**src/hdl/cbzc_pkg.sv**
```systemverilog
// ----------------------------------------------------------------------------
// cbzc_pkg
// types and constants shared by the colour blob zone classifier
// ----------------------------------------------------------------------------
package cbzc_pkg;

  localparam int MAX_IMAGE_WIDTH = 2048;
  localparam int COL_W           = 11;
  localparam int LEVEL_W         = 8;
  localparam int RADIUS_W        = 4;
  localparam int SPAN_W          = 12;
  localparam int CFG_IDX_W       = 3;
  localparam int CFG_DATA_W      = 11;

  typedef logic [COL_W-1:0]   col_t;
  typedef logic [LEVEL_W-1:0] level_t;

  localparam col_t LEFTMOST_RESET = col_t'(MAX_IMAGE_WIDTH - 1);

  typedef enum logic [1:0] {
    CLS_UNKNOWN  = 2'd0,
    CLS_STRAIGHT = 2'd1,
    CLS_RIGHT    = 2'd2,
    CLS_LEFT     = 2'd3
  } pos_class_t;

  localparam logic [CFG_IDX_W-1:0] CFG_GREEN_THR     = 3'd0;
  localparam logic [CFG_IDX_W-1:0] CFG_RED_THR       = 3'd1;
  localparam logic [CFG_IDX_W-1:0] CFG_BAND_LEFT     = 3'd2;
  localparam logic [CFG_IDX_W-1:0] CFG_BAND_RIGHT    = 3'd3;
  localparam logic [CFG_IDX_W-1:0] CFG_MARKER_RADIUS = 3'd4;

  typedef struct packed {
    level_t              green_thr;
    level_t              red_thr;
    col_t                band_left;
    col_t                band_right;
    logic [RADIUS_W-1:0] radius;
  } cfg_t;

  typedef struct packed {
    col_t   column;
    level_t green;
    level_t red;
    logic   last;
  } pixel_t;

endpackage

```
**src/hdl/cbzc_cfg_regs.sv**
```systemverilog
// ----------------------------------------------------------------------------
// cbzc_cfg_regs
// configuration register file, index decode and write masking
// ----------------------------------------------------------------------------
module cbzc_cfg_regs
  import cbzc_pkg::*;
(
  input  logic                  clk,
  input  logic                  rst_n,
  input  logic                  cfg_we,
  input  logic [CFG_IDX_W-1:0]  cfg_index,
  input  logic [CFG_DATA_W-1:0] cfg_wdata,
  output cfg_t                  cfg
);

  cfg_t cfg_r;
  cfg_t cfg_nxt;

  always_comb begin
    cfg_nxt = cfg_r;
    if (cfg_we) begin
      unique case (cfg_index)
        CFG_GREEN_THR:     cfg_nxt.green_thr  = cfg_wdata[LEVEL_W-1:0];
        CFG_RED_THR:       cfg_nxt.red_thr    = cfg_wdata[LEVEL_W-1:0];
        CFG_BAND_LEFT:     cfg_nxt.band_left  = cfg_wdata[COL_W-1:0];
        CFG_BAND_RIGHT:    cfg_nxt.band_right = cfg_wdata[COL_W-1:0];
        CFG_MARKER_RADIUS: cfg_nxt.radius     = cfg_wdata[RADIUS_W-1:0];
        default:           cfg_nxt = cfg_r;
      endcase
    end
  end

  always_ff @(posedge clk) begin
    if (!rst_n) begin
      cfg_r.green_thr  <= level_t'(50);
      cfg_r.red_thr    <= level_t'(50);
      cfg_r.band_left  <= col_t'(438);
      cfg_r.band_right <= col_t'(842);
      cfg_r.radius     <= RADIUS_W'(3);
    end else begin
      cfg_r <= cfg_nxt;
    end
  end

  assign cfg = cfg_r;

endmodule

```
**src/hdl/cbzc_pix_reg.sv**
```systemverilog
// ----------------------------------------------------------------------------
// cbzc_pix_reg
// input register stage for the pixel stream
// ----------------------------------------------------------------------------
module cbzc_pix_reg
  import cbzc_pkg::*;
(
  input  logic        clk,
  input  logic        rst_n,
  input  logic        in_tvalid,
  output logic        in_tready,
  input  logic [31:0] in_tdata,
  input  logic        in_tlast,
  output logic        pix_valid,
  output pixel_t      pix,
  input  logic        pix_take
);

  logic   valid_r;
  pixel_t pix_r;

  // stage refills in the same cycle it drains
  assign in_tready = !valid_r || pix_take;

  always_ff @(posedge clk) begin
    if (!rst_n) begin
      valid_r <= 1'b0;
    end else if (in_tready) begin
      valid_r <= in_tvalid;
    end
  end

  always_ff @(posedge clk) begin
    if (in_tvalid && in_tready) begin
      pix_r.column <= in_tdata[10:0];
      pix_r.green  <= in_tdata[18:11];
      pix_r.red    <= in_tdata[26:19];
      pix_r.last   <= in_tlast;
    end
  end

  assign pix_valid = valid_r;
  assign pix       = pix_r;

endmodule

```
**src/hdl/cbzc_zone_acc.sv**
```systemverilog
// ----------------------------------------------------------------------------
// cbzc_zone_acc
// per-frame zone flags, lit column extremes and the result register
// ----------------------------------------------------------------------------
module cbzc_zone_acc
  import cbzc_pkg::*;
(
  input  logic        clk,
  input  logic        rst_n,
  input  cfg_t        cfg,
  input  logic        pix_valid,
  input  pixel_t      pix,
  output logic        pix_take,
  output logic        out_tvalid,
  input  logic        out_tready,
  output logic [15:0] out_tdata
);

  logic seen_left_r, seen_mid_r, seen_right_r;
  col_t leftmost_r, rightmost_r;
  logic out_valid_r;
  pos_class_t cls_r;
  logic signed [SPAN_W-1:0] span_r;

  logic lit, in_mid, in_left, in_right;
  logic seen_left_nxt, seen_mid_nxt, seen_right_nxt;
  col_t leftmost_nxt, rightmost_nxt;
  pos_class_t cls_nxt;
  logic signed [SPAN_W-1:0] span_nxt;
  logic slot_free;

  // a frame-end pixel waits only for the result slot; others never wait
  assign slot_free = !out_valid_r || out_tready;
  assign pix_take  = pix_valid && (!pix.last || slot_free);

  always_comb begin
    lit      = (pix.green > cfg.green_thr) && (pix.red < cfg.red_thr);
    in_mid   = (cfg.band_left < pix.column) && (pix.column < cfg.band_right);
    in_left  = !in_mid && (pix.column <= cfg.band_left);
    in_right = !in_mid && !in_left;

    seen_left_nxt  = seen_left_r  | (lit & in_left);
    seen_mid_nxt   = seen_mid_r   | (lit & in_mid);
    seen_right_nxt = seen_right_r | (lit & in_right);
    leftmost_nxt   = (lit && pix.column < leftmost_r)  ? pix.column : leftmost_r;
    rightmost_nxt  = (lit && pix.column > rightmost_r) ? pix.column : rightmost_r;

    cls_nxt  = CLS_UNKNOWN;
    span_nxt = '0;
    if (seen_mid_nxt && !seen_left_nxt && !seen_right_nxt) begin
      cls_nxt  = CLS_STRAIGHT;
      span_nxt = $signed({1'b0, rightmost_nxt} - {1'b0, leftmost_nxt}
                 - {{(SPAN_W-RADIUS_W-1){1'b0}}, cfg.radius, 1'b0});
    end else if (seen_right_nxt && !seen_left_nxt && !seen_mid_nxt) begin
      cls_nxt = CLS_RIGHT;
    end else if (seen_left_nxt && !seen_right_nxt && !seen_mid_nxt) begin
      cls_nxt = CLS_LEFT;
    end
  end

  always_ff @(posedge clk) begin
    if (!rst_n) begin
      seen_left_r  <= 1'b0;
      seen_mid_r   <= 1'b0;
      seen_right_r <= 1'b0;
      leftmost_r   <= LEFTMOST_RESET;
      rightmost_r  <= '0;
    end else if (pix_take) begin
      if (pix.last) begin
        // frame closed, start afresh
        seen_left_r  <= 1'b0;
        seen_mid_r   <= 1'b0;
        seen_right_r <= 1'b0;
        leftmost_r   <= LEFTMOST_RESET;
        rightmost_r  <= '0;
      end else begin
        seen_left_r  <= seen_left_nxt;
        seen_mid_r   <= seen_mid_nxt;
        seen_right_r <= seen_right_nxt;
        leftmost_r   <= leftmost_nxt;
        rightmost_r  <= rightmost_nxt;
      end
    end
  end

  always_ff @(posedge clk) begin
    if (!rst_n) begin
      out_valid_r <= 1'b0;
    end else if (pix_take && pix.last) begin
      out_valid_r <= 1'b1;
    end else if (out_tready) begin
      out_valid_r <= 1'b0;
    end
  end

  always_ff @(posedge clk) begin
    if (pix_take && pix.last) begin
      cls_r  <= cls_nxt;
      span_r <= span_nxt;
    end
  end

  assign out_tvalid = out_valid_r;
  assign out_tdata  = {2'b00, span_r, cls_r};

endmodule

```
**src/hdl/color_blob_zone_classifier.sv**
```systemverilog
// ----------------------------------------------------------------------------
// color_blob_zone_classifier
// sorts lit pixels of a frame into zones and reports the marker position
// ----------------------------------------------------------------------------
//  channel  | ports                    | carries
//  ---------+--------------------------+--------------------------------------
//  in_      | tvalid tready tdata tlast| one pixel per transaction, tlast ends frame
//  out_     | tvalid tready tdata      | one class and span per frame
//  cfg_     | we index wdata           | register write, no read-back
//
//  one pixel per clock unless stalled; input register, one compare/min-max/subtract
//  stage into the result register, so a frame result appears in the cycle after
//  its last pixel is taken. reset is synchronous, active low, and restores the
//  register defaults and clears the frame state. a stalled result holds back
//  only the next frame-end pixel; once that pixel sits in the input register
//  the input stalls as well, ordinary pixels ahead of it keep flowing.
// ----------------------------------------------------------------------------
module color_blob_zone_classifier
  import cbzc_pkg::*;
(
  input  logic                  clk,
  input  logic                  rst_n,
  input  logic                  in_tvalid,
  output logic                  in_tready,
  input  logic [31:0]           in_tdata,   // column[10:0] green_level[18:11] red_level[26:19]
  input  logic                  in_tlast,   // frame_end
  output logic                  out_tvalid,
  input  logic                  out_tready,
  output logic [15:0]           out_tdata,  // position_class[1:0] span_width[13:2]
  input  logic                  cfg_we,
  input  logic [CFG_IDX_W-1:0]  cfg_index,
  input  logic [CFG_DATA_W-1:0] cfg_wdata
);

  cfg_t   cfg;
  logic   pix_valid;
  pixel_t pix;
  logic   pix_take;

  cbzc_cfg_regs u_cfg (
    .clk       (clk),
    .rst_n     (rst_n),
    .cfg_we    (cfg_we),
    .cfg_index (cfg_index),
    .cfg_wdata (cfg_wdata),
    .cfg       (cfg)
  );

  cbzc_pix_reg u_pix (
    .clk       (clk),
    .rst_n     (rst_n),
    .in_tvalid (in_tvalid),
    .in_tready (in_tready),
    .in_tdata  (in_tdata),
    .in_tlast  (in_tlast),
    .pix_valid (pix_valid),
    .pix       (pix),
    .pix_take  (pix_take)
  );

  cbzc_zone_acc u_acc (
    .clk        (clk),
    .rst_n      (rst_n),
    .cfg        (cfg),
    .pix_valid  (pix_valid),
    .pix        (pix),
    .pix_take   (pix_take),
    .out_tvalid (out_tvalid),
    .out_tready (out_tready),
    .out_tdata  (out_tdata)
  );

endmodule

```
**config.mk**
```make
export PLATFORM = sky130hd
export DESIGN_NAME = color_blob_zone_classifier
export DESIGN_NICKNAME = d
export VERILOG_FILES = /design/src/hdl/cbzc_pkg.sv /design/src/hdl/cbzc_cfg_regs.sv /design/src/hdl/cbzc_pix_reg.sv /design/src/hdl/cbzc_zone_acc.sv /design/src/hdl/color_blob_zone_classifier.sv
export SDC_FILE = /design/constraint.sdc
export NUM_CORES = 1
export LEC_CHECK = 0
export BUFFER_PORTS_ARGS = -buffer_cell sky130_fd_sc_hd__clkbuf_2
export CORE_ASPECT_RATIO = 1.5
export CORE_MARGIN = 2
export CORE_UTILIZATION = 30
export CTS_CLUSTER_DIAMETER = 120
export DETAILED_ROUTE_END_ITERATION = 12
export PLACE_DENSITY = 0.46
export SYNTH_ARGS = -nofsm -noshare
export SYNTH_HDL_FRONTEND = slang
export SYNTH_SLANG_ARGS = --single-unit
```
**constraint.sdc**
```tcl
create_clock -name clk -period 8.6 [get_ports clk]
set_input_delay 1.29 -clock clk [delete_from_list [all_inputs] [get_ports clk]]
set_output_delay 1.29 -clock clk [all_outputs]
set_load 0.02 [all_outputs]
```
# Word level (Yosys, flattened, before mapping)
# Cells that the tools add are included.
[totals]
register_bits = 111
inputBits = 52
out_inout_bits = 18
elab_cells = 81
[classes]
n_addsub = 2
magnitude_cmp = 7
n_eq_ne = 4
mux = 11
bitwise_logic = 6
n_reduce_logical = 33
[op_table]
columns = ["operator", "count"]
rows = [
  ["$mux W11", 4],
  ["$lt A11 B11 Y1", 3],
  ["$logic_and A1 B1 Y1", 15],
  ["$sub A11 B11 Y12", 1],
  ["$sub A12 B5 Y12", 1],
  ["$gt A11 B11 Y1", 1],
  ["$le A11 B11 Y1", 1],
  ["$reduce_and A2 Y1", 5],
  ["$gt A8 B8 Y1", 1],
  ["$logic_not A1 Y1", 8],
  ["$lt A8 B8 Y1", 1],
  ["$eq A3 B2 Y1 const B", 2],
  ["$mux W1", 5],
  ["$mux W2", 2],
  ["$and A1 B1 Y1", 3],
  ["$eq A3 B1 Y1 const B", 1],
  ["$eq A3 B3 Y1 const B", 1],
  ["$logic_not A3 Y1", 1],
  ["$logic_or A1 B1 Y1", 3],
  ["$or A1 B1 Y1", 3],
  ["$reduce_bool A2 Y1", 1],
]

# Longest topological paths before layout
# Gate-level depths: netlist (run 1).
[depth]
ltp_word = 13
mapped_depth = 23
depth_no_buf = 22

# Hierarchy
# Synthesis (run 1) repeated with hierarchy kept, for this count alone.
[hier_totals]
cells_unflattened = 674
area_unflattened_um2 = 6543.8
[by_module_without_submodules]
columns = ["module", "n_inst", "cells_each", "area_per_inst_um2", "seq_area_each_um2"]
rows = [
  ["cbzc_zone_acc", 1, 476, 3951.3, 940.9],
  ["cbzc_cfg_regs", 1, 165, 1694.1, 840.8],
  ["cbzc_pix_reg", 1, 33, 898.4, 860.8],
]

# Worst setup path after synthesis (run 1)
# OpenSTA, ideal clock, no wires.
[synth_timing]
path_type = "reg-to-reg"
start = "register u_cfg.cfg_r (netlist bit u_cfg.cfg[32])"
end = "register u_acc.span_r[10], data pin"
setup_time_ps = 263
arrival_time_ps = 4278
required_ps = 8337
setup_slack_ps = 4059
path_stages_with_launch = 22
path_buffers = 1
synth_period_minus_slack_ps = 4541
path_cell_list = "dfxtp_1 > inv_1 > ha_1 > a21oi_2 > nand2_1 > a211oi_2 > o311ai_2 > a211o_2 > a21oi_1 > buf_2 > mux2i_1 > fa_1 > ha_1 > a21o_1 > a21oi_1 > o21bai_1 > a21oi_1 > o21bai_1 > a21oi_1 > nor4bb_1 > a21oi_1 > a31oi_1"
[synth_between]
elab_chain_len = 7
elab_cells_between_ends = 18
classes_between = "add/sub: 2; order compare: 1; mux: 2; bitwise: 6; reduce/logical: 7"
[synth_rtl]
columns = ["item", "line_no", "rtl"]
rows = [
  ["from (decl)", "cbzc_cfg_regs.sv:16", "cfg_t cfg_r;"],
  ["from (signal assigned)", "cbzc_cfg_regs.sv:41", "cfg_r <= cfg_nxt;"],
  ["$lt A8 B8 Y1 (*)", "cbzc_zone_acc.sv:37", "lit = (pix.green > cfg.green_thr) && (pix.red < cfg.red_thr);"],
  ["$logic_and A1 B1 Y1 (*)", "cbzc_zone_acc.sv:37", ""],
  ["parallel branches: the longest is 5 deep, another holds $sub A11 B11 Y12", "-", ""],
  ["to (signal assigned)", "cbzc_zone_acc.sv:99", "span_r <= span_nxt;"],
  ["to (decl)", "cbzc_zone_acc.sv:23", "logic signed [SPAN_W-1:0] span_r;"],
]
# Every way passes the cells marked *.
# A chain may end at the register's enable or synchronous reset.

# Final worst setup path (run 1)
[layout_timing]
start = "register u_pix.pix_r (netlist bit u_pix.pix[10])"
end = "register u_acc.span_r[11], data pin"
[layout_between]
elab_chain_len = 7
elab_cells_between_ends = 18
classes_between = "add/sub: 2; order compare: 1; mux: 2; bitwise: 6; reduce/logical: 7"
[layout_rtl]
columns = ["item", "line_no", "rtl"]
rows = [
  ["from (decl)", "cbzc_pix_reg.sv:20", "pixel_t pix_r;"],
  ["$gt A8 B8 Y1 (*)", "cbzc_zone_acc.sv:37", ""],
  ["$logic_and A1 B1 Y1 (*)", "cbzc_zone_acc.sv:37", ""],
  ["parallel branches: the longest is 5 deep, another holds $sub A11 B11 Y12", "-", ""],
]
# Marks and branches as above.

==> run_results.csv, run 1 <==
group,metric,value,unit
run_status,status,"finished clean",
route,num_vias,4760,
clocking,htreeDepth,3,
floorplan,die-area,22500,µm²
global_route,grt_first_pass_wirelength,23900,µm
timing,hold_ws,471,ps
final_layout,final_common_cell,"nand2_1",
pwr,power_leakage,0.00314,µW
setup_path,r2r-start,"u_pix.pix[10]$_DFFE_PP_",
synth,syn_area_per_cell,9.29,µm²
timing,period_share,58.7,%
placement,dpl.hpwl,11800,µm
clocking,clk_path_buf_depth,2,
timing,rsz0062_at_grt,"no",
timing,hold_viol_final,0,
setup_path,worstPathCellList,"ha_1 > nor2b_1 > o211ai_1 > a21oi_1 > o311ai_2 > or2_2 > nand2_1 > o21ai_0 > fa_1 > ha_1 > a21oi_1 > o21bai_1 > a221oi_1 > a21oi_2 > o21a_1 > o21ba_1",
synth,yosys_warnings,0,
synth,synth_edf_count,42,
setup_path,cp.arrival,5170,ps
timing,fmax,198,MHz
clocking,cts_setup_buffers,0,
timing,worst_slack,3560,ps
clocking,cts.sinks,111,
pwr,p_total,1240,µW
synth,yosys.area_share.adder,16.0,%
floorplan,start_util,30.4,%
pwr,ir_worst_vdd,104,µV
clocking,tritoncts,"built",
route,wl,14900,µm
final_layout,drive_gt1_share,13.2,%
synth,yosys_most_used_dff,"dfxtp_1",
pwr,p_int,891,µW
global_route,antenna_found_initial,0,
floorplan,core_area,21000,µm²
pwr,switchingPower,352,µW
run,max_cap_viol_count,0,
synth,synth_xor_area_share,0.961,%
clocking,cts_made_buffers,9,
placement,gp_congestion,0.833,
final_layout,antenna_cells,0,
clocking,cts_resized,0,
global_route,grt_pass1_vias,4831,
synth,yosysSeqAreaShare,41.4,%
synth,synthMuxAreaShare,3.94,%
timing,fin_setup_tns,0,ps
synth,synth_top_family_by_area,"adder cells",
setup_path,crit_fanout,22,
setup_path,rrSetupSlack,3560,ps
setup_path,reg2reg_depth,16,
setup_path,criticalPathCategory,"register to register",
global_route,grt_max_degree,57,
setup_path,cp_slowest_stage_delay,670,ps
min_path,holdPathStages,2,
clocking,ctsHoldBuffers,0,
synth,synthSimpleGateAreaFrac,15.6,%
min_path,hp-start,"u_cfg.cfg[8]$_SDFFE_PN0P_",
min_path,hold_path_end,"u_cfg.cfg[8]$_SDFFE_PN0P_",
global_route,grt-ovfl-total,0,
timing,max_slew_margin,26.6,%
pwr,swShare,28.3,%
timing,setup_violations,0,
setup_path,path_delay_family,"compound AO/OA/AOI/OAI gates",
timing,skew,12.6,ps
floorplan,chipHeight,183,µm
final_layout,synthToLayoutAreaGrowth,13.6,%
setup_path,cp_data_required_time,8720,ps
synth,syn-cell-area,6380,µm²
synth,ys_ff_latch,111,
route,first_iter_violations,126,
floorplan,die_x,123,µm
timing,tightest_slew,1100,ps
route,firstDrtPassIters,5,
timing,slew_viol_final,0,
clocking,path_clk_slew,80,ps
min_path,hold_path.class,"register to register",
pwr,power_density,172,nW/µm²
final_layout,fillers,2185,
setup_path,start_kind,"register",
synth,synth_compound_area_share,15.2,%
clocking,root_buffer,"clkbuf_16",
route,drc,0,
placement,numPortBuffers,62,
route,viasPerCell,4.70,
setup_path,cp_num_buf_inv,0,
pwr,p_clk_share,35.3,%
route,wl_per_cell,14.7,µm
setup_path,crit_path_end_kind,"register",
setup_path,crit_slowest_cell,"o311ai_2",
floorplan,io_pins,70,
pwr,p_seq_share,46.4,%
synth,async_flop_share,0,%
final_layout,mostFrequentLayoutCells,"85 x nand2_1, 84 x inv_1, 75 x ha_1, 69 x dfxtp_1, 62 x clkbuf_2",
synth,synthCells,687,
global_route,grt_util_all_layers,14.0,%
final_layout,nNetsFinal,870,
setup_path,rr_endpoint,"u_acc.span_r[11]$_SDFFCE_PN0P_",
floorplan,rows,65,
placement,place_ws,3540,ps
timing,min_period,5040,ps
route,antenna_left,0,
pwr,combPwrFrac,18.4,%
synth,yosysUniqueCellTypes,60,
clocking,clk_latency,370,ps
==> per-layer routing <==
metal,up-vias,track usage [%],wire [µm]
met1,2190,14.5,5950
li1,2468,-,-
met3,23,2.47,442
met4,0,6.55,478
met5,-,0,0
met2,79,26.5,8020
==> how the worst max path moves through the flow <==
stage                     cells after the start                              to  slack, ps                       start
after global routing                         20  u_acc.span_r[10]$_SDFFCE_PN0P_       3160  u_cfg.cfg[35]$_SDFFE_PN1P_
after floorplan                              21  u_acc.span_r[10]$_SDFFCE_PN0P_       4060  u_cfg.cfg[32]$_SDFFE_PN0P_
final                                        16  u_acc.span_r[11]$_SDFFCE_PN0P_       3560     u_pix.pix[10]$_DFFE_PP_
after detailed placement                     19  u_acc.span_r[10]$_SDFFCE_PN0P_       3540     u_pix.pix[10]$_DFFE_PP_
after CTS                                    19  u_acc.span_r[10]$_SDFFCE_PN0P_       3520     u_pix.pix[10]$_DFFE_PP_
after global placement                       21  u_acc.span_r[10]$_SDFFCE_PN0P_       3560     u_pix.pix[18]$_DFFE_PP_
==> power by group through the flow <==
stage	logic, µW	registers, µW	clock network (µW)
floorplan	169	588	0
global placement	226	589	0
detailed placement	230	589	0
CTS	231	577	455
global route	259	579	473
finish	228	577	438
==> worst min-delay path: stages, from the launching register on <==
cell and delay (ps):
dfxtp_1 310, nand2_1 50, a21boi_0 60
==> final cells by class <==
class | count | area, µm² | area share [%]
multi-input combinational | 469 | 3320 | 45.9
sequential | 111 | 2640 | 36.5
tap | 268 | 335 | 4.63
timing repair buffer | 64 | 325 | 4.49
inverter | 84 | 315 | 4.35
clock buffer | 10 | 229 | 3.16
clock inverter | 6 | 76.3 | 1.05
==> state kept, by name, summed over array words and instances (netlist names) <==
signal              count
u_pix.pix_valid         1
u_acc.seen_right_r      1
u_cfg.cfg              42
u_acc.seen_mid_r        1
u_acc.seen_left_r       1
u_acc.leftmost_r       11
u_acc.span_r           12
u_acc.cls_r             2
u_acc.rightmost_r      11
u_acc.out_tvalid        1
u_pix.pix              28
==> kinds of logic after synthesis <==
family	count (synthesis)
simple gates	213
compound gates	143
other cells	1
mux	25
flops	111
buf+inv	108
fa+ha+maj	79
xor+xnor	7
==> synth_stat cells (3+ instances only) <==
library cell / count / area (µm²)
o21ai_0: 14 / 70.1
a21o_1: 11 / 82.6
nor3_1: 6 / 30.0
inv_1: 84 / 315
o21ai_1: 4 / 20.0
xor2_1: 3 / 26.3
buf_2: 4 / 20.0
o21a_1: 3 / 22.5
o22ai_1: 6 / 37.5
a22oi_1: 4 / 30.0
nand2_1: 85 / 319
nand3b_1: 3 / 22.5
nand2b_1: 5 / 31.3
ha_1: 75 / 938
mux2i_1: 24 / 240
fa_1: 4 / 80.1
a31oi_1: 4 / 25.0
xnor2_1: 4 / 35.0
nand3_1: 12 / 60.1
nor2b_1: 15 / 93.8
a21boi_0: 22 / 165
dfxtp_1: 69 / 1380
and3_1: 3 / 18.8
a21oi_1: 38 / 190
nor2_1: 52 / 195
o21bai_1: 5 / 37.5
edfxtp_1: 42 / 1260
o211ai_1: 13 / 97.6
and2_1: 9 / 56.3
nand4_1: 10 / 62.6
clkbuf_1: 16 / 60.1
==> through the flow <==
step,utilization [%],area (µm²),instances
floorplan,-,6380,688
global placement,33.1,6940,996
detailed placement,33.1,6940,996
CTS,34.5,7250,1012
global route,34.5,7250,1012
finish,34.5,7250,1012
Power figures use the tool's default switching activity.
==> run 2: changes to the inputs <==
--- a/config.mk
+++ b/config.mk
@@ -11,7 +11,7 @@
 export CORE_UTILIZATION = 30
 export CTS_CLUSTER_DIAMETER = 120
 export DETAILED_ROUTE_END_ITERATION = 12
-export PLACE_DENSITY = 0.46
+export PLACE_DENSITY = 0.48
 export SYNTH_ARGS = -nofsm -noshare
 export SYNTH_HDL_FRONTEND = slang
 export SYNTH_SLANG_ARGS = --single-unit
==> constraint.sdc (replaced) <==
create_clock -name clk -period 4.4 [get_ports clk]
set_input_delay 0.66 -clock clk [delete_from_list [all_inputs] [get_ports clk]]
set_output_delay 0.66 -clock clk [all_outputs]
set_load 0.02 [all_outputs]
==> run_results.csv, run 2 (same netlist as run 1, synthesis figures left out) <==
group,metric,value,unit
placement,place_area,7300,µm²
final_layout,mostFrequentLayoutCells,"85 x nand2_1, 80 x inv_1, 67 x ha_1, 67 x dfxtp_1, 62 x clkbuf_2",
timing,period_share,98.8,%
timing,rsz0062_at_grt,"yes",
final_layout,register_area,2650,µm²
setup_path,crit_start,"u_pix.pix[19]$_DFFE_PP_",
placement,gp_congestion,0.808,
floorplan,rows,65,
timing,fmax,230,MHz
pwr,power_leakage,0.00342,µW
pwr,power_density,329,nW/µm²
setup_path,r2r-start,"u_pix.pix[19]$_DFFE_PP_",
setup_path,crit_path_end_kind,"register",
floorplan,start_util,30.4,%
placement,place_ws,-187,ps
final_layout,fillers,2157,
setup_path,criticalPathCategory,"register to register",
global_route,grt_util_all_layers,14.4,%
clocking,tritoncts,"built",
final_layout,postLayoutCellArea,7900,µm²
placement,numPortBuffers,62,
timing,hold_viol_final,0,
global_route,grt_first_pass_wirelength,24700,µm
timing,fin_setup_tns,0,ps
setup_path,start_kind,"register",
route,first_iter_violations,166,
final_layout,multi_input_area,3530,µm²
floorplan,die-area,22500,µm²
final_layout,synthToLayoutAreaGrowth,23.8,%
final_layout,nNetsFinal,926,
clocking,cts.sinks,111,
timing,min_period,4350,ps
global_route,antenna_found_initial,0,
route,wl,15500,µm
floorplan,chipHeight,183,µm
route,num_vias,4958,
pwr,ir_worst_vdd,256,µV
floorplan,die_x,123,µm
route,drc,0,
global_route,grt_pass1_vias,4831,
clocking,path_clk_slew,80,ps
final_layout,drive_gt1_share,23.4,%
timing,setup_violations,0,
timing,hold_ws,461,ps
final_layout,antenna_cells,0,
route,firstDrtPassIters,5,
clocking,clk_latency,370,ps
route,viasPerCell,4.64,
route,wl_per_cell,14.5,µm
timing,worst_slack,52.9,ps
final_layout,largest_reg_flops,42,
setup_path,crit_fanout,5,
final_layout,final_common_cell,"nand2_1",
setup_path,rrSetupSlack,50,ps
clocking,cts_made_buffers,9,
run_status,status,"finished clean",
min_path,hp-start,"in_tdata[18]",
global_route,grt_max_degree,57,
route,antenna_left,0,
timing,tightest_slew,994,ps
timing,max_slew_margin,33.7,%
global_route,grt-ovfl-total,0,
min_path,hold_path.class,"input port to register",
setup_path,cp_data_required_time,4510,ps
run,max_cap_viol_count,0,
timing,slew_viol_final,0,
floorplan,core_area,21000,µm²
setup_path,cp.arrival,4460,ps
clocking,htreeDepth,3,
placement,dpl.hpwl,12100,µm
clocking,clk_path_buf_depth,2,
timing,skew,11.4,ps
clocking,root_buffer,"clkbuf_16",
floorplan,io_pins,70,
run 2: per-layer routing:
metal | wire [µm] | GRT usage [%] | up-vias
met5 | 0 | 0 | -
met4 | 199 | 3.59 | 0
met1 | 6260 | 15.8 | 2295
met2 | 8570 | 27.6 | 69
li1 | - | - | 2581
met3 | 478 | 2.69 | 13
run 2: repair_timing:
item / in CTS / in global routing
buffers inserted: 1 / 8
endpoints found under the hold margin: 0 / 0
pin swaps: 8 / 14
gates resized for setup: 13 / 27
hold buffers: 0 / 0
setup endpoints to repair: 5 / 8
run 2: area by class of cell:
type	count	area share, %
Timing Repair Buffer	120	9.53
Sequential cell	111	33.5
Clock buffer	9	2.85
Clock inverter	7	1.16
Multi-Input combinational cell	469	44.7
Tap cell	268	4.24
Inverter	84	3.99
run 2: per-stage QoR:
stage	utilization (%)	total power, µW	cells
3_5_place_dp	34.8	1680	1043
4_1_cts	36.7	2590	1060
2_1_floorplan	-	1480	688
3_3_place_gp	34.8	1680	1043
5_1_grt	37.7	2750	1068
6_report	37.7	2600	1068
run 2: critical path, cell delays in order, from the launching register on:
cell and delay (ps):
edfxtp_1 460, buf_4 190, ha_1 280, a21o_1 170, a21oi_1 180, nor2b_1 70
o21ai_1 150, a21oi_1 120, a21oi_2 170, buf_6 160, mux2i_4 250, fa_1 470
ha_4 240, a21o_1 180, a21oi_2 150, o21bai_1 100, a21oi_2 170, o21bai_1 100
a21oi_2 190, buf_4 140, xor2_2 120, nor2_1 50
run 2: final timing paths:
check / to / depth (start not counted)
worst min register to register: u_cfg.cfg[6]$_SDFFE_PN0P_ / 2
worst max register to register: u_acc.span_r[8]$_SDFFCE_PN0P_ / 21
worst min-delay path: u_pix.pix[16]$_DFFE_PP_ / 1
worst max-delay path: u_acc.span_r[8]$_SDFFCE_PN0P_ / 21
run 2: power breakdown:
part,switching [µW],internal (µW)
clock,423,455
combinational,307,295
sequential,19.3,1100
total,749,1850
==> run 3: changes to the inputs <==
--- a/config.mk
+++ b/config.mk
@@ -14,4 +14,5 @@
 export PLACE_DENSITY = 0.48
 export SYNTH_ARGS = -nofsm -noshare
 export SYNTH_HDL_FRONTEND = slang
+export SYNTH_HIERARCHICAL = 1
 export SYNTH_SLANG_ARGS = --single-unit
==> run_results.csv, run 3 <==
group,metric,value,unit
setup_path,cp_num_buf_inv,3,
pwr,combPwrFrac,25.6,%
pwr,switchingPower,826,µW
pwr,power_density,339,nW/µm²
run_status,status,"finished clean",
route,first_iter_violations,163,
global_route,grt_max_degree,31,
setup_path,reg2reg_depth,17,
synth,yosys_most_used_dff,"dfxtp_1",
pwr,p_total,2650,µW
pwr,p_int,1830,µW
route,antenna_left,0,
timing,tightest_slew,1100,ps
min_path,holdPathStages,1,
timing,slew_viol_final,0,
route,wl_per_cell,14.7,µm
setup_path,start_kind,"register",
run,max_cap_viol_count,0,
final_layout,postLayoutCellArea,7840,µm²
final_layout,antenna_cells,0,
placement,numPortBuffers,62,
synth,yosys_warnings,6,
synth,async_flop_share,0,%
synth,synth_area_leaders,"dfxtp_1 21%, edfxtp_1 19%, ha_1 14%",
clocking,ctsHoldBuffers,0,
synth,yosysMostFrequentCell,"inv_1",
setup_path,cp_slowest_stage_delay,440,ps
timing,min_period,4210,ps
route,wl,15500,µm
synth,yosysUniqueCellTypes,70,
synth,synth_top_area_share,21.1,%
final_layout,largest_reg_flops,42,
final_layout,nNetsFinal,906,
final_layout,final_common_cell,"inv_1",
route,viasPerCell,4.62,
floorplan,chipHeight,185,µm
timing,setup_violations,0,
clocking,tritoncts,"built",
pwr,ir_worst_vdd,236,µV
global_route,top_usage_layer,"met2",
setup_path,crit_fanout,6,
pwr,swShare,31.1,%
min_path,hold_path.class,"input port to register",
global_route,grt_first_pass_wirelength,25100,µm
clocking,clk_latency,370,ps
min_path,hp-start,"in_tdata[22]",
synth,synth_top_cell_by_area,"dfxtp_1",
pwr,p_clk_share,31.7,%
floorplan,io_pins,70,
clocking,htreeDepth,3,
route,drc,0,
global_route,antenna_found_initial,0,
timing,fmax,238,MHz
global_route,grt_util_all_layers,14.0,%
synth,syn_area_per_cell,9.71,µm²
floorplan,core_area,21600,µm²
global_route,grt-ovfl-total,0,
global_route,grtUsageMet1,15.2,%
final_layout,synthToLayoutAreaGrowth,19.8,%
global_route,grt_pass1_vias,4943,
final_layout,mostFrequentLayoutCells,"80 x inv_1, 74 x ha_1, 71 x nand2_1, 69 x dfxtp_1, 62 x clkbuf_2",
synth,synthCells,674,
timing,max_slew_margin,25.4,%
setup_path,cp.arrival,4320,ps
setup_path,worstPathCellList,"inv_1 > ha_1 > nor2b_1 > o211ai_2 > a21oi_1 > o311a_4 > buf_4 > nand2_1 > mux2_2 > fa_1 > ha_1 > buf_4 > and3_1 > and3_1 > or2_2 > o211ai_1 > a21oi_1",
floorplan,start_util,30.4,%
placement,gp_congestion,0.810,
setup_path,rr_endpoint,"u_acc/span_r[9]$_SDFFCE_PN0P_",
setup_path,crit_path_end_kind,"register",
clocking,path_clk_slew,80,ps
setup_path,cp_data_required_time,4510,ps
synth,synth_edf_count,42,
pwr,p_seq_share,42.6,%
synth,ys_ff_latch,111,
route,num_vias,4859,
setup_path,r2r-start,"u_cfg/cfg[35]$_SDFFE_PN1P_",
placement,dpl.hpwl,12300,µm
synth,yosysSeqAreaShare,40.4,%
min_path,hold_path_end,"u_pix/pix[4]$_DFFE_PP_",
floorplan,die_x,125,µm
timing,period_share,95.7,%
floorplan,die-area,23000,µm²
clocking,root_buffer,"clkbuf_16",
placement,place_area,7460,µm²
clocking,clk_path_buf_depth,2,
setup_path,criticalPathCategory,"register to register",
synth,syn-cell-area,6540,µm²
setup_path,crit_slowest_cell,"fa_1",
setup_path,rrSetupSlack,190,ps
final_layout,fillers,2250,
synth,ys_top_cells_by_count,"80 x inv_1, 75 x ha_1, 71 x nand2_1, 69 x dfxtp_1, 55 x mux2i_1",
global_route,met2_usage,26.0,%
global_route,grtUsageMet3,2.40,%
floorplan,rows,66,
setup_path,path_delay_family,"adder cells",
clocking,cts_made_buffers,9,
final_layout,drive_gt1_share,20.1,%
route,firstDrtPassIters,5,
timing,skew,16.1,ps
timing,hold_viol_final,0,
clocking,cts.sinks,111,
pwr,power_leakage,0.00357,µW
run 3: what timing repair did:
item                       CTS  global route
resized for setup            1            17
setup endpoints to repair    1             8
pin swaps                    0             6
setup buffers                0             1
run 3: cell families after synthesis:
| family | count (synthesis) | synth area share [%] |
|---|---|---|
| simple gates | 196 | 15.3 |
| compound gates | 116 | 12.1 |
| flops | 111 | 40.4 |
| buf+inv | 105 | 6.46 |
| fa+ha+maj | 79 | 15.6 |
| mux | 61 | 9.45 |
| xor+xnor | 5 | 0.669 |
| other cells | 1 | 0.0573 |
run 3: worst max path at each step:
stage                                from                              to  depth (start not counted)
2_1_floorplan  u_cfg/cfg[32]$_SDFFE_PN0P_  u_acc/span_r[10]$_SDFFCE_PN0P_                         20
3_5_place_dp   u_cfg/cfg[32]$_SDFFE_PN0P_  u_acc/span_r[10]$_SDFFCE_PN0P_                         19
3_3_place_gp       u_pix/pix[7]$_DFFE_PP_  u_acc/span_r[10]$_SDFFCE_PN0P_                         18
5_1_grt        u_cfg/cfg[39]$_SDFFE_PN1P_  u_acc/span_r[10]$_SDFFCE_PN0P_                         19
4_1_cts        u_cfg/cfg[32]$_SDFFE_PN0P_  u_acc/span_r[10]$_SDFFCE_PN0P_                         20
6_report       u_cfg/cfg[35]$_SDFFE_PN1P_   u_acc/span_r[9]$_SDFFCE_PN0P_                         17
run 3: power by group through the flow:
| stage | clock network, µW | registers, µW | logic, µW |
|---|---|---|---|
| final | 842 | 1130 | 680 |
| after global routing | 913 | 1140 | 768 |
| after CTS | 878 | 1130 | 658 |
| after detailed placement | 0 | 1160 | 652 |
| after global placement | 0 | 1160 | 648 |
| after floorplan | 0 | 1160 | 406 |
run 3: layer usage:
| metal | vias to the layer above | part of all wire (%) |
|---|---|---|
| met5 | - | 0 |
| li1 | 2546 | - |
| met3 | 24 | 2.7 |
| met4 | 0 | 3.5 |
| met1 | 2221 | 41 |
| met2 | 68 | 53 |
run 3: area by class of cell:
cell class,instances,area (µm²),area share [%]
Clock buffer,9,225,2.87
Inverter,82,308,3.93
Multi-Input combinational cell,459,3550,45.4
Tap cell,272,340,4.34
Sequential cell,111,2640,33.7
Timing Repair Buffer,112,689,8.80
Clock inverter,7,76.3,0.974
run 3: metrics by stage:
stage	hold WS, ps	TNS [ps]	worst slack, ps	util [%]	std cells
global route	439	-29.3	-24.2	36.4	1052
global placement	444	0	10.5	34.6	1035
detailed placement	447	-10.1	-10.1	34.6	1035
floorplan	430	0	43.5	-	675
finish	454	0	191	36.4	1052
CTS	442	0	31.7	36.0	1051
